### config.mk
export PLATFORM = sky130hd
export DESIGN_NAME = circular_deque_top
export DESIGN_NICKNAME = d
export VERILOG_FILES = /design/src/sv/cdq_pkg.sv /design/src/sv/circular_deque_top.sv /design/src/sv/cdq_cell.sv
export SDC_FILE = /design/constraint.sdc
export NUM_CORES = 1
export LEC_CHECK = 0
export ABC_AREA = 1
export BUFFER_PORTS_ARGS = -buffer_cell sky130_fd_sc_hd__buf_2
export CORE_AREA = 2 2 255 257
export CTS_CLUSTER_DIAMETER = 80
export DETAILED_ROUTE_END_ITERATION = 16
export DIE_AREA = 0 0 257 259
export GPL_TIMING_DRIVEN = 0
export SLEW_MARGIN = 30
export SYNTH_ARGS = -nofsm -noshare
export SYNTH_HDL_FRONTEND = slang
export SYNTH_SLANG_ARGS = --single-unit
### constraint.sdc
create_clock -name i_clk -period 6.2 [get_ports i_clk]
set_input_delay 0.31 -clock i_clk [delete_from_list [all_inputs] [get_ports i_clk]]
set_output_delay 0.31 -clock i_clk [all_outputs]
set_load 0.02 [all_outputs]
### src/sv/cdq_pkg.sv
// ---------------------------------------------------------------------------
// cdq_pkg: shared types and codes for the circular deque
// Action and status codes, the slot type passed between cells and the
// per-cycle operation that every cell of the chain carries out.
// ---------------------------------------------------------------------------
package cdq_pkg;

    localparam int DATA_W = 32;
    localparam int FILL_W = 4;

    typedef logic signed [DATA_W-1:0] t_data;
    typedef logic [FILL_W-1:0]        t_fill;

    typedef enum logic [1:0] {
        ACT_PUSH_FRONT = 2'd0,
        ACT_PUSH_BACK  = 2'd1,
        ACT_POP_FRONT  = 2'd2,
        ACT_POP_BACK   = 2'd3
    } t_action;

    typedef enum logic [1:0] {
        ST_OK    = 2'd0,
        ST_FULL  = 2'd1,
        ST_EMPTY = 2'd2
    } t_status;

    // what each cell does this cycle
    typedef enum logic [2:0] {
        OP_HOLD,
        OP_SHIFT_RIGHT,  // take the left neighbor (push front)
        OP_SHIFT_LEFT,   // take the right neighbor (pop front)
        OP_WRITE_BACK,   // first empty cell takes the push value
        OP_CLEAR_BACK    // last full cell empties itself
    } t_cell_op;

    typedef struct packed {
        logic  valid;
        t_data data;
    } t_slot;

endpackage

### src/sv/circular_deque_top.sv
// ---------------------------------------------------------------------------
// circular_deque_top: fixed-capacity double-ended queue
// A row of CAPACITY cells with the front at cell 0. Push/pop at the front
// shift the whole row; push/pop at the back touch the boundary cell only.
//
//   channel | valid        | stall        | payload
//   --------+--------------+--------------+-----------------------------------
//   in      | i_in_valid   | o_in_stall   | i_action, i_push_value
//   out     | o_out_valid  | i_out_stall  | o_pop_value, o_status, o_fill_count
//
// One beat per cycle while the input is not stalled: an action updates the
// cells and its result enters the output register at the same accepting edge.
// The input stalls only while a result waits and the output is stalled.
// Sync reset empties the deque (valid bits only) and drops any pending result.
// Pop-back reads the last full cell through a one-hot select across the row.
// ---------------------------------------------------------------------------
module circular_deque_top #(
    parameter int CAPACITY = 8
) (
    input  logic             i_clk,
    input  logic             i_rst_n,
    input  logic             i_in_valid,
    output logic             o_in_stall,
    input  cdq_pkg::t_action i_action,
    input  cdq_pkg::t_data   i_push_value,
    output logic             o_out_valid,
    input  logic             i_out_stall,
    output cdq_pkg::t_data   o_pop_value,
    output cdq_pkg::t_status o_status,
    output cdq_pkg::t_fill   o_fill_count
);
    import cdq_pkg::*;

    localparam int OCC_W = $clog2(CAPACITY + 1);

    t_slot              w_slot [CAPACITY];
    logic [CAPACITY-1:0] w_valid;
    logic [CAPACITY-1:0] w_last;
    t_cell_op           w_op;
    logic               w_accept;
    logic               w_full;
    logic               w_empty;
    t_data              w_back;
    t_data              n_pop;
    t_status            n_status;
    logic [OCC_W-1:0]   n_occ;
    logic [OCC_W+FILL_W-1:0] w_occ_ext;

    logic               r_out_valid;
    t_data              r_pop;
    t_status            r_status;
    t_fill              r_fill;
    logic [OCC_W-1:0]   r_occ;

    assign o_in_stall = r_out_valid && i_out_stall;
    assign w_accept   = i_in_valid && !o_in_stall;
    assign w_full     = w_valid[CAPACITY-1];
    assign w_empty    = !w_valid[0];

    for (genvar g = 0; g < CAPACITY; g++) begin : g_cell
        t_slot w_left;
        t_slot w_right;

        if (g == 0) begin : g_head
            assign w_left = '{valid: 1'b1, data: i_push_value};
        end else begin : g_mid
            assign w_left = w_slot[g-1];
        end

        if (g == CAPACITY - 1) begin : g_tail
            assign w_right = '{valid: 1'b0, data: '0};
        end else begin : g_body
            assign w_right = w_slot[g+1];
        end

        cdq_cell u_cell (
            .i_clk        (i_clk),
            .i_rst_n      (i_rst_n),
            .i_op         (w_op),
            .i_push_value (i_push_value),
            .i_left       (w_left),
            .i_right      (w_right),
            .o_slot       (w_slot[g]),
            .o_last       (w_last[g])
        );

        assign w_valid[g] = w_slot[g].valid;
    end

    // last full cell is one-hot (or none when empty)
    always_comb begin
        w_back = '0;
        for (int i = 0; i < CAPACITY; i++) begin
            if (w_last[i]) begin
                w_back = w_back | w_slot[i].data;
            end
        end
    end

    always_comb begin
        w_op     = OP_HOLD;
        n_pop    = '0;
        n_status = ST_OK;
        n_occ    = r_occ;
        unique case (i_action)
            ACT_PUSH_FRONT, ACT_PUSH_BACK: begin
                if (w_full) begin
                    n_status = ST_FULL;
                end else begin
                    w_op  = (i_action == ACT_PUSH_FRONT) ? OP_SHIFT_RIGHT : OP_WRITE_BACK;
                    n_occ = r_occ + OCC_W'(1);
                end
            end
            ACT_POP_FRONT, ACT_POP_BACK: begin
                if (w_empty) begin
                    n_status = ST_EMPTY;
                end else begin
                    w_op  = (i_action == ACT_POP_FRONT) ? OP_SHIFT_LEFT : OP_CLEAR_BACK;
                    n_pop = (i_action == ACT_POP_FRONT) ? w_slot[0].data : w_back;
                    n_occ = r_occ - OCC_W'(1);
                end
            end
            default: w_op = OP_HOLD;
        endcase
        if (!w_accept) begin
            w_op = OP_HOLD;
        end
    end

    assign w_occ_ext = {{FILL_W{1'b0}}, n_occ};

    always_ff @(posedge i_clk) begin
        if (!i_rst_n) begin
            r_out_valid <= 1'b0;
            r_occ       <= '0;
        end else begin
            if (w_accept) begin
                r_out_valid <= 1'b1;
                r_occ       <= n_occ;
            end else if (!i_out_stall) begin
                r_out_valid <= 1'b0;
            end
        end
    end

    always_ff @(posedge i_clk) begin
        if (w_accept) begin
            r_pop    <= n_pop;
            r_status <= n_status;
            r_fill   <= w_occ_ext[FILL_W-1:0];
        end
    end

    assign o_out_valid  = r_out_valid;
    assign o_pop_value  = r_pop;
    assign o_status     = r_status;
    assign o_fill_count = r_fill;

    // the count tracks the chain's valid bits
    a_occ_matches_cells: assert property (@(posedge i_clk) disable iff (!i_rst_n)
        $countones(w_valid) == int'(r_occ))
        else $error("occupancy differs from number of full cells");

    // full cells form a prefix of the row
    a_prefix: assert property (@(posedge i_clk) disable iff (!i_rst_n)
        $countones(w_last) <= 1 && (w_valid[0] || w_valid == '0))
        else $error("cell valid bits not contiguous");

    a_full_status: assert property (@(posedge i_clk) disable iff (!i_rst_n)
        r_out_valid && r_status == ST_FULL |-> r_occ == OCC_W'(CAPACITY))
        else $error("full status while deque not full");

    a_empty_status: assert property (@(posedge i_clk) disable iff (!i_rst_n)
        r_out_valid && r_status == ST_EMPTY |-> r_occ == '0 && r_pop == '0)
        else $error("empty status while deque holds data");

    a_idle_hold: assert property (@(posedge i_clk) disable iff (!i_rst_n)
        !w_accept |=> $stable(r_occ) && $stable(w_valid))
        else $error("state changed without an accepted beat");

endmodule

### src/sv/cdq_cell.sv
// ---------------------------------------------------------------------------
// cdq_cell: one element of the deque chain
// Holds one slot and its valid bit; moves data to or from its neighbors
// as the shared operation tells it. Full cells always form a prefix.
// ---------------------------------------------------------------------------
module cdq_cell (
    input  logic              i_clk,
    input  logic              i_rst_n,
    input  cdq_pkg::t_cell_op i_op,
    input  cdq_pkg::t_data    i_push_value,
    input  cdq_pkg::t_slot    i_left,
    input  cdq_pkg::t_slot    i_right,
    output cdq_pkg::t_slot    o_slot,
    output logic              o_last
);
    import cdq_pkg::*;

    logic  r_valid;
    t_data r_data;

    assign o_slot = '{valid: r_valid, data: r_data};
    assign o_last = r_valid && !i_right.valid;

    always_ff @(posedge i_clk) begin
        if (!i_rst_n) begin
            r_valid <= 1'b0;
        end else begin
            unique case (i_op)
                OP_SHIFT_RIGHT: r_valid <= i_left.valid;
                OP_SHIFT_LEFT:  r_valid <= i_right.valid;
                OP_WRITE_BACK: begin
                    if (i_left.valid && !r_valid) begin
                        r_valid <= 1'b1;
                    end
                end
                OP_CLEAR_BACK: begin
                    if (o_last) begin
                        r_valid <= 1'b0;
                    end
                end
                default: r_valid <= r_valid;
            endcase
        end
    end

    always_ff @(posedge i_clk) begin
        unique case (i_op)
            OP_SHIFT_RIGHT: r_data <= i_left.data;
            OP_SHIFT_LEFT:  r_data <= i_right.data;
            OP_WRITE_BACK: begin
                if (i_left.valid && !r_valid) begin
                    r_data <= i_push_value;
                end
            end
            default: r_data <= r_data;
        endcase
    end

endmodule
Word level (Yosys, flattened, before mapping)

Index checks and enable logic that the tools add are counted.

Logic and storage cells: 157
Latch bits: 0
Output and inout port bits: 40
Memory bits (read-only): 0
Memories: 0
Bits of input ports: 38
Memory bits (writable): 0
Register bits: 307

Reduce and logical (&&, ||, !) cells: 43
Multiply operators: 0
Shift-type cells: 0
Add/subtract/negate cells: 2
Div/mod/pow operators: 0
Bitwise gates (word level): 7
Eq/ne operators: 23
Multiplexer cells: 61
$lt $le $gt $ge: 0

Operators by type and width:

| cell                                                                   | number |
|---|---|
| 32-bit one-hot mux with 3 select lines                                 | 8 |
| 32-bit two-way mux                                                     | 17 |
| 32-bit OR                                                              | 7 |
| 2-bit by 1-bit != test with 1-bit output (second input constant)       | 15 |
| 1-bit one-hot mux with 4 select lines                                  | 6 |
| 2-bit AND reduction                                                    | 11 |
| 3-bit AND reduction                                                    | 6 |
| 1-bit two-way mux                                                      | 17 |
| 1-bit logical AND                                                      | 9 |
| 3-bit two-way mux                                                      | 3 |
| 3-bit nonzero test                                                     | 3 |
| 1-bit logical NOT                                                      | 8 |
| 4-bit two-way mux                                                      | 2 |
| 4-bit one-hot mux with 2 select lines                                  | 1 |
| 2-bit OR reduction                                                     | 4 |
| 3-bit by 2-bit equality test with 1-bit output (second input constant) | 2 |
| 2-bit two-way mux                                                      | 3 |
| 1-bit one-hot mux with 3 select lines                                  | 2 |
| 3-bit one-hot mux with 2 select lines                                  | 1 |
| 4-bit by 1-bit adder with 4-bit output (second input constant)         | 1 |
| 2-bit equality test (second input constant)                            | 2 |
| 2-bit one-hot mux with 2 select lines                                  | 1 |
| 4-bit nonzero test                                                     | 1 |
| 4-bit by 1-bit subtractor with 4-bit output (second input constant)    | 1 |
| other kinds (5)                                                        | 5 |

Logic depth before layout (Yosys ltp)

Gate-level depths: netlist (run 1).

Depth after elaboration: 18
Gate-level depth with buffers: 9
Mapped depth without buffers: 9

Hierarchy

A second synthesis (run 1) with hierarchy kept.

Cells, all modules: 2022
Area, all modules: 17259.1 um^2

Modules (own cells, without submodules):

| module             | cells each | times used | area an instance (um^2) | seq. area each (um^2) |
|---|---|---|---|---|
| cdq_cell           | 184        | 8          | 1692.9                  | 980.9 |
| circular_deque_top | 550        | 1          | 3716.1                  | 1241.2 |

Least setup slack after synthesis (run 1)

Ideal clock, no wire load.

Path type: register to register
From: reg r_out_valid, in the netlist o_out_valid
To: reg g_cell[1].u_cell.r_data[0] (enable)
Cell stages (with the launch flop): 7
Path buffers: 1
Path slack: 3.012 ns
Library setup time: 0.432 ns
Required time: 5.768 ns
Arrival time: 2.756 ns
Period minus slack after synthesis: 3.188 ns
Cells stage by stage: dfxtp_1 nand2_1 nand2_1 nor2_2 clkbuf_1 nor2_1 a21oi_1

Cells in the longest elaborated chain, start to end: 7
Elaborated cells on any way between the ends: 10
Those cells by class: 4 x eq/ne; 1 x mux; 5 x reduce/logical

RTL lines:

| item                                                                                                             | line                      | RTL |
|---|---|---|
| from (decl)                                                                                                      | circular_deque_top.sv:49  | `logic r_out_valid;` |
| from (signal assigned)                                                                                           | circular_deque_top.sv:134 | `r_out_valid <= 1'b0;` |
| from (signal assigned)                                                                                           | circular_deque_top.sv:138 | `r_out_valid <= 1'b1;` |
| from (signal assigned)                                                                                           | circular_deque_top.sv:141 | `r_out_valid <= 1'b0;` |
| 1-bit logical AND *                                                                                              | circular_deque_top.sv:55  | `assign o_in_stall = r_out_valid && i_out_stall;` |
| 1-bit logical NOT *                                                                                              | circular_deque_top.sv:56  | `assign w_accept = i_in_valid && !o_in_stall;` |
| 1-bit logical AND *                                                                                              | circular_deque_top.sv:56  |  |
| 3-bit two-way mux *                                                                                              | circular_deque_top.sv:125 | `if (!w_accept) begin` |
| 3-bit by 2-bit equality test with 1-bit output or 3-bit by 1-bit equality test with 1-bit output (tied branches) | cdq_cell.sv:47            | `unique case (i_op)` |
| 2-bit by 1-bit != test with 1-bit output (no line) or 3-bit nonzero test (tied branches)                         | -                         |  |
| 2-bit AND reduction (no line) *                                                                                  | -                         |  |
| to (signal assigned)                                                                                             | cdq_cell.sv:48            | `OP_SHIFT_RIGHT: r_data <= i_left.data;` |
| to (signal assigned)                                                                                             | cdq_cell.sv:49            | `OP_SHIFT_LEFT: r_data <= i_right.data;` |
| to (signal assigned)                                                                                             | cdq_cell.sv:52            | `r_data <= i_push_value;` |
| to (decl)                                                                                                        | cdq_cell.sv:19            | `t_data r_data;` |

Every way passes the cells marked *; elsewhere a longest branch is shown, timed or not.
A chain may end at the register's enable or synchronous reset.

Worst setup path after layout (run 1)

From: reg g_cell[7].u_cell.r_valid
To: reg g_cell[2].u_cell.r_data[14] (enable)

Cells in the longest elaborated chain, start to end: 6
Elaborated cells on any way between the ends: 9
Those cells by class: 4 x eq/ne; 3 x mux; 2 x reduce/logical

RTL lines:

| item                                                                                                             | line                      | RTL |
|---|---|---|
| from (decl)                                                                                                      | cdq_cell.sv:18            | `logic r_valid;` |
| from (signal assigned)                                                                                           | cdq_cell.sv:29            | `OP_SHIFT_RIGHT: r_valid <= i_left.valid;` |
| from (signal assigned)                                                                                           | cdq_cell.sv:30            | `OP_SHIFT_LEFT: r_valid <= i_right.valid;` |
| from (signal assigned)                                                                                           | cdq_cell.sv:41            | `default: r_valid <= r_valid;` |
| 2-bit two-way mux *                                                                                              | circular_deque_top.sv:107 | `if (w_full) begin` |
| 3-bit one-hot mux with 2 select lines *                                                                          | circular_deque_top.sv:105 | `unique case (i_action)` |
| 3-bit two-way mux *                                                                                              | circular_deque_top.sv:125 |  |
| 3-bit by 2-bit equality test with 1-bit output or 3-bit by 1-bit equality test with 1-bit output (tied branches) | cdq_cell.sv:47            |  |
| 2-bit by 1-bit != test with 1-bit output (no line) or 3-bit nonzero test (tied branches)                         | -                         |  |
| 2-bit AND reduction (no line) *                                                                                  | -                         |  |
| to (signal assigned)                                                                                             | cdq_cell.sv:48            |  |
| to (signal assigned)                                                                                             | cdq_cell.sv:49            |  |
| to (signal assigned)                                                                                             | cdq_cell.sv:52            |  |
| to (decl)                                                                                                        | cdq_cell.sv:19            |  |

Marks and branches as above.

==> results of run 1 <==
## critical path, cell delays in order, from the launching register on
cell	delay, ps
dfxtp_1	330
inv_2	270
nand2_1	210
nor2_2	250
clkbuf_1	380
nor2_2	280
a21oi_4	660
buf_16	240
buf_16	160
## final cells by class
type | count | area [µm²] | area share
repair buffers | 101 | 852 | 0.0450
multi-input cells | 934 | 5440 | 0.288
well taps | 855 | 1070 | 0.0565
inverters | 232 | 873 | 0.0461
clock inverters | 17 | 159 | 0.00840
plain buffers | 87 | 468 | 0.0247
diodes | 2 | 5.00 | 0.000264
clock buffers | 48 | 967 | 0.0511
flip-flops and latches | 307 | 9090 | 0.480
## power groups by stage
stage | combinational [mW] | sequential (mW) | clock (mW)
after floorplan | 0.527 | 2.65 | 0
after global placement | 0.851 | 2.66 | 0
after detailed placement | 0.942 | 2.64 | 0
after CTS | 0.946 | 2.60 | 2.11
after global routing | 1.03 | 2.62 | 2.19
final | 0.974 | 2.60 | 2.10
## cell usage in the layout (no fill, tap or decap), types with 12 or more instances in the layout
master     synthesis  final
o22ai_1           82     82
buf_2             20     98
edfxtp_1         294    294
buf_8              0     12
nand3_1           61     61
buf_6             13     15
nor2_1            59     58
a21oi_1           46     38
dfxtp_1           13     13
inv_1            227    226
nand2_1          391    391
o211ai_2         110    110
nand2_2           22     22
o211ai_1          16     16
clkbuf_16          0     37
o21ai_0           68     68
o221ai_1          51     51
clkbuf_1          43     50
## logic make-up (layout without fill, tap and decap cells)
kind of cell	after synthesis	in the layout
xor+xnor	2	2
flops	307	307
buf+inv	319	485
simple gates	545	545
fa+ha+maj	2	2
other cells	0	2
compound gates	385	385
## worst paths after layout
kind	start	to	cells after the start
setup / recovery	g_cell[7].u_cell.r_valid	g_cell[2].u_cell.r_data[14]	8
hold reg to reg	o_out_valid	o_out_valid	2
hold / removal	i_push_value[4]	g_cell[0].u_cell.r_data[4]	3
setup reg to reg	g_cell[7].u_cell.r_valid	g_cell[2].u_cell.r_data[14]	8
## flip-flops by register name, summed over array words and instances (netlist names)
name,flops
g_cell.u_cell.r_data,256
o_status,2
g_cell.u_cell.r_valid,8
o_fill_count,4
r_occ,4
o_pop_value,32
o_out_valid,1
## stage by stage
stage / total power, mW / util / hold WS, ps
after CTS: 5.66 / 0.295 / 40.7
after global routing: 5.85 / 0.296 / 58.5
after detailed placement: 3.58 / 0.278 / 534
final: 5.68 / 0.296 / 49.2
after global placement: 3.51 / 0.270 / 521
after floorplan: 3.17 / - / 468
## per-layer routing
layer,routed length [µm],GRT usage,up-vias,share of wire
li1,-,-,5773,-
met1,23700,0.228,6544,0.38
met4,3380,0.0953,6,0.054
met2,27800,0.283,999,0.45
met5,32,0,-,0.00051
met3,7320,0.0470,195,0.12
==> metrics, run 1 <==
layout cell share with drive strength beyond 1 0.196; final setup skew 20.3 ps; EDFF count, synth 294; setup TNS 0 ps; P_sw 1.67 mW; xor/xnor share of the synthesized area 0.00111; ys async rst share 0; # Post-CTS Setup Buffers 0; Worst Hold Class input port to register; Inserted Clock Buffers 37; Core Footprint 0.0639 mm²; peak supply drop 0.000153 V; post-route ant nets 0; Critical Path Source Type register; CP Capture Type register; Max FO, Critical Path 13; outcome complete, no violations; Die W 257 µm; FF-to-FF setup slack 3130 ps; CTS sink cnt 307; All-Layer GR Usage 0.180; final net count 1740; Setup CP Type register to register; sequential power share 0.459; sequential fraction of the synthesis area 0.576; GPL Wtd Cong 0.920; post-synthesis compound-gate area fraction 0.196; setup violators final 0; Clock Power Share 0.370; mean area per synthesized cell 10.1 µm²; placed cells 2512; Internal 4.01 mW; Max Root-Sink Buffers 3; later-pin clock latency in the skew report 550 ps; Yosys cell types 29; first-pass GRT wire length 88600 µm; Comb pwr share 0.172; Synth Cell Area 0.0158 mm²; CTS tree yes; Routed WL 62200 µm; Tightest Pin Transition 1100 ps; period utilisation layout 0.496; # DRC 0; Synth Area in Adders 0.00159; post-cts hold buffer count 0; vias in the first global route 13166; Clock Root Buffer clkbuf_16; CP arrival 3330 ps; fin. max-slew vios 0; Syn Nets 1600; RSZ-0062 raised after global routing false; Via-to-Cell Ratio 5.23; Worst slew margin 0.266; GR Overflow Total 0; Data required, critical path 6460 ps; commonest cells in the synthesized netlist 391 x nand2_1, 294 x edfxtp_1, 227 x inv_1; # IOs 78; ranking of synthesized cells by area edfxtp_1 56%, nand2_1 9.3%, o211ai_2 8.7%; Synth Warn # 0; die area 0.0666 mm²; HPWL Detailed 41800 µm; Main synth FF type edfxtp_1; most frequent cell after synthesis nand2_1; final cell count without fillers 2583; I/O Buffers 76; final hold vios 0; initial antenna violation count 4; post-route cell area 0.0189 mm²; area grow syn2layout 20.0%; Max H-tree Level 2; Routed WL per cell 24.1 µm; switching fraction of total power 0.294; Post-CTS Resized 0; Gate Count Post-Synth 1560; register bit count reported by yosys 307; simple-gate share of the synthesized area 0.140; crit path time final 3070 ps; fin worst setup slack 3130 ps; DR pass1 iterations 6; via count 13517; # Max-Cap Violations 0; DP Area 0.0177 mm²; Iter 0 DRT Violations 1866; row count 93; Yosys top cell by area edfxtp_1; mux contribution to synthesized area 0; height of the die 259 µm; Power Density 300 mW/mm²; f_max 0.325 GHz; Yosys top cell area share 0.560; largest family of logic cells by synthesized area compound AO/OA/AOI/OAI gates; Initial Utilization 0.247; Clock transition at path regs 60 ps; FILL cells 6578; LEAKAGE 7.90 nW; pin count of the biggest net entering global routing 41; pre-CTS WS 3250 ps
Note: power is estimated with default switching activity, not from simulation.
==> run 2: changes to the inputs <==
==> constraint.sdc (replaced) <==
create_clock -name i_clk -period 2.45 [get_ports i_clk]
set_input_delay 0.1225 -clock i_clk [delete_from_list [all_inputs] [get_ports i_clk]]
set_output_delay 0.1225 -clock i_clk [all_outputs]
set_load 0.02 [all_outputs]
==> metrics, run 2 (same netlist as run 1, synthesis figures left out) <==
outcome finished, violations left (was complete, no violations); violated checks negative setup slack; Tightest Pin Transition 1110 ps (was 1100 ps); fin. max-slew vios 0 (unchanged); Biggest register g_cell.u_cell.r_data (unchanged); CP Capture Type register (unchanged); f_max 0.406 GHz (was 0.325 GHz); Die W 257 µm (unchanged); worst reg2reg path depth 5 (was 8); Data required, critical path 2690 ps (was 6460 ps); Core Footprint 0.0639 mm² (unchanged); first-pass GRT wire length 89400 µm (was 88600 µm); final hold vios 0 (unchanged); fin worst setup slack -10.9 ps (was 3130 ps); setup violators final 3 (was 0); # Max-Cap Violations 0 (unchanged); Fin Hold WS 165 ps (was 49.2 ps); crit-path cells nand3_2, a21oi_2, buf_2, clkdlybuf4s15_1, o21ai_0 (was inv_2, nand2_1, nor2_2, clkbuf_1, nor2_2, a21oi_4, buf_16, buf_16); Iter 0 DRT Violations 1843 (was 1866); CP arrival 2700 ps (was 3330 ps); HPWL Detailed 41700 µm (was 41800 µm); CTS sink cnt 307 (unchanged); height of the die 259 µm (unchanged); commonest non-fill, non-tap cell in the layout nand2_1 (unchanged); Max H-tree Level 2 (unchanged); final setup skew 20.9 ps (was 20.3 ps); Routed WL 62100 µm (was 62200 µm); Power Density 740 mW/mm² (was 300 mW/mm²); via count 13594 (was 13517); final net count 1779 (was 1740); CTS tree yes (unchanged); Util after Layout 0.303 (was 0.296); Inserted Clock Buffers 35 (was 37); pin count of the biggest net entering global routing 25 (was 41); GR Overflow Total 0 (unchanged); row count 93 (unchanged); post-route ant nets 0 (unchanged); Max Root-Sink Buffers 3 (unchanged); Worst Hold Endpoint o_pop_value[30] (was g_cell[0].u_cell.r_data[4]); Worst slew margin 0.261 (was 0.266); Worst path slowest cell clkdlybuf4s15_1 (was a21oi_4); Clock transition at path regs 60 ps (about the same); crit path time final 2460 ps (was 3070 ps); vias in the first global route 13262 (was 13166); Critical Path Source Type register (unchanged); most frequent cells in the layout 389 x nand2_1, 294 x edfxtp_1, 226 x inv_1 (was 391 x nand2_1, 294 x edfxtp_1, 226 x inv_1); GPL Wtd Cong 0.935 (was 0.920); FF-to-FF setup slack -10 ps (was 3130 ps); peak supply drop 0.000426 V (was 0.000153 V); total power 14.3 mW (was 5.68 mW); Largest register FFs 256 (unchanged); Setup CP Type register to register (unchanged); LEAKAGE 8.13 nW (was 7.90 nW); antenna cells 0 (was 2); cell depth of the worst hold path 4 (was 3); FF-to-FF Start g_cell[0].u_cell.r_valid (was g_cell[7].u_cell.r_valid); initial antenna violation count 1 (was 4); die area 0.0666 mm² (unchanged); DR pass1 iterations 7 (was 6); Clock Root Buffer clkbuf_16 (unchanged); RSZ-0062 raised after global routing true (was false); Initial Utilization 0.247 (unchanged); I/O Buffers 76 (unchanged); All-Layer GR Usage 0.182 (was 0.180); layout cell share with drive strength beyond 1 0.206 (was 0.196); # IOs 78 (unchanged); area grow syn2layout 22.9% (was 20.0%); CP top delay family buffers and inverters (unchanged); Via-to-Cell Ratio 5.19 (was 5.23); period utilisation layout 1.00 (was 0.496); Worst Hold Class input port to register (unchanged); HP Start i_action[0] (was i_push_value[4]); Max FO, Critical Path 10 (was 13); r2r endpoint g_cell[7].u_cell.r_data[28] (was g_cell[2].u_cell.r_data[14]); later-pin clock latency in the skew report 550 ps (about the same); # DRC 0 (unchanged); CP bufs+invs 2 (was 4); slowest cell delay on critical path 840 ps (was 660 ps); Routed WL per cell 23.7 µm (was 24.1 µm)
[run 2: cell types whose count changed in the layout (fill, tap and decap cells not counted), sizes merged]
cell / delta
buf: -1
clkbuf: +6
clkdlybuf4s15: +1
clkinv: -5
clkinvlp: +3
diode: -2
dlygate4sd3: +35
inv: -2
[run 2: layer usage]
| layer | track usage | share of wire |
|---|---|---|
| met4 | 0.0887 | 0.054 |
| met5 | 0 | 0.00011 |
| met1 | 0.232 | 0.39 |
| met2 | 0.291 | 0.45 |
| met3 | 0.0407 | 0.11 |
[run 2: layout make-up]
| cell class | count | area [µm²] |
|---|---|---|
| Clock buffer | 49 | 970 |
| Clock inverter | 12 | 118 |
| Inverter | 232 | 882 |
| Buffer | 87 | 527 |
| Sequential cell | 307 | 9090 |
| Timing Repair Buffer | 141 | 1270 |
| Timing Repair inverter | 1 | 5.00 |
| Multi-Input combinational cell | 934 | 5450 |
| Fill cell | 6501 | 44500 |
| Tap cell | 855 | 1070 |
[run 2: through the flow]
step	setup WS, ps	setup TNS (ps)	instance area [µm²]	cells
floorplan	-90.1	-23060	15800	1560
global placement	-1660	-528130	17300	2491
detailed placement	-576	-136480	17700	2508
CTS	11.2	0	19300	2617
global route	-56.3	-229	19400	2618
finish	-10.9	-17.6	19400	2618
[run 2: worst max-delay path by stage]
| stage | from | to | slack [ps] | cells after the start |
|---|---|---|---|---|
| finish | g_cell[0].u_cell.r_valid | g_cell[7].u_cell.r_data[28] | -10 | 5 |
| global placement | g_cell[7].u_cell.r_valid | g_cell[0].u_cell.r_data[11] | -1660 | 6 |
| detailed placement | o_out_valid | g_cell[6].u_cell.r_data[11] | -580 | 9 |
| CTS | g_cell[5].u_cell.r_valid | o_pop_value[29] | 10 | 7 |
| floorplan | o_out_valid | g_cell[0].u_cell.r_data[0] | -90 | 6 |
| global route | g_cell[7].u_cell.r_valid | g_cell[7].u_cell.r_data[28] | -60 | 6 |
[run 2: power breakdown]
group / switching (mW) / internal (mW) / total [mW] / leakage [nW]
Sequential: 0.211 / 6.38 / 6.59 / 2.93
Combinational: 1.72 / 0.833 / 2.55 / 4.68
Clock: 2.23 / 2.98 / 5.20 / 0.528
Total: 4.16 / 10.2 / 14.3 / 8.13
[run 2: worst min-delay path, delay by kind of cell]
family        cells  cell delay (ps)
simple gates      3              350
buf+inv           1              130
[run 2: what timing repair did]
item | 4_1_cts | 5_1_grt
hold buffers | 35 | 0
cloned | 1 | 0
resized for setup | 16 | 34
endpoints found under the hold margin | 44 | 0
buffers inserted | 12 | 0
setup endpoints to repair | 440 | 134
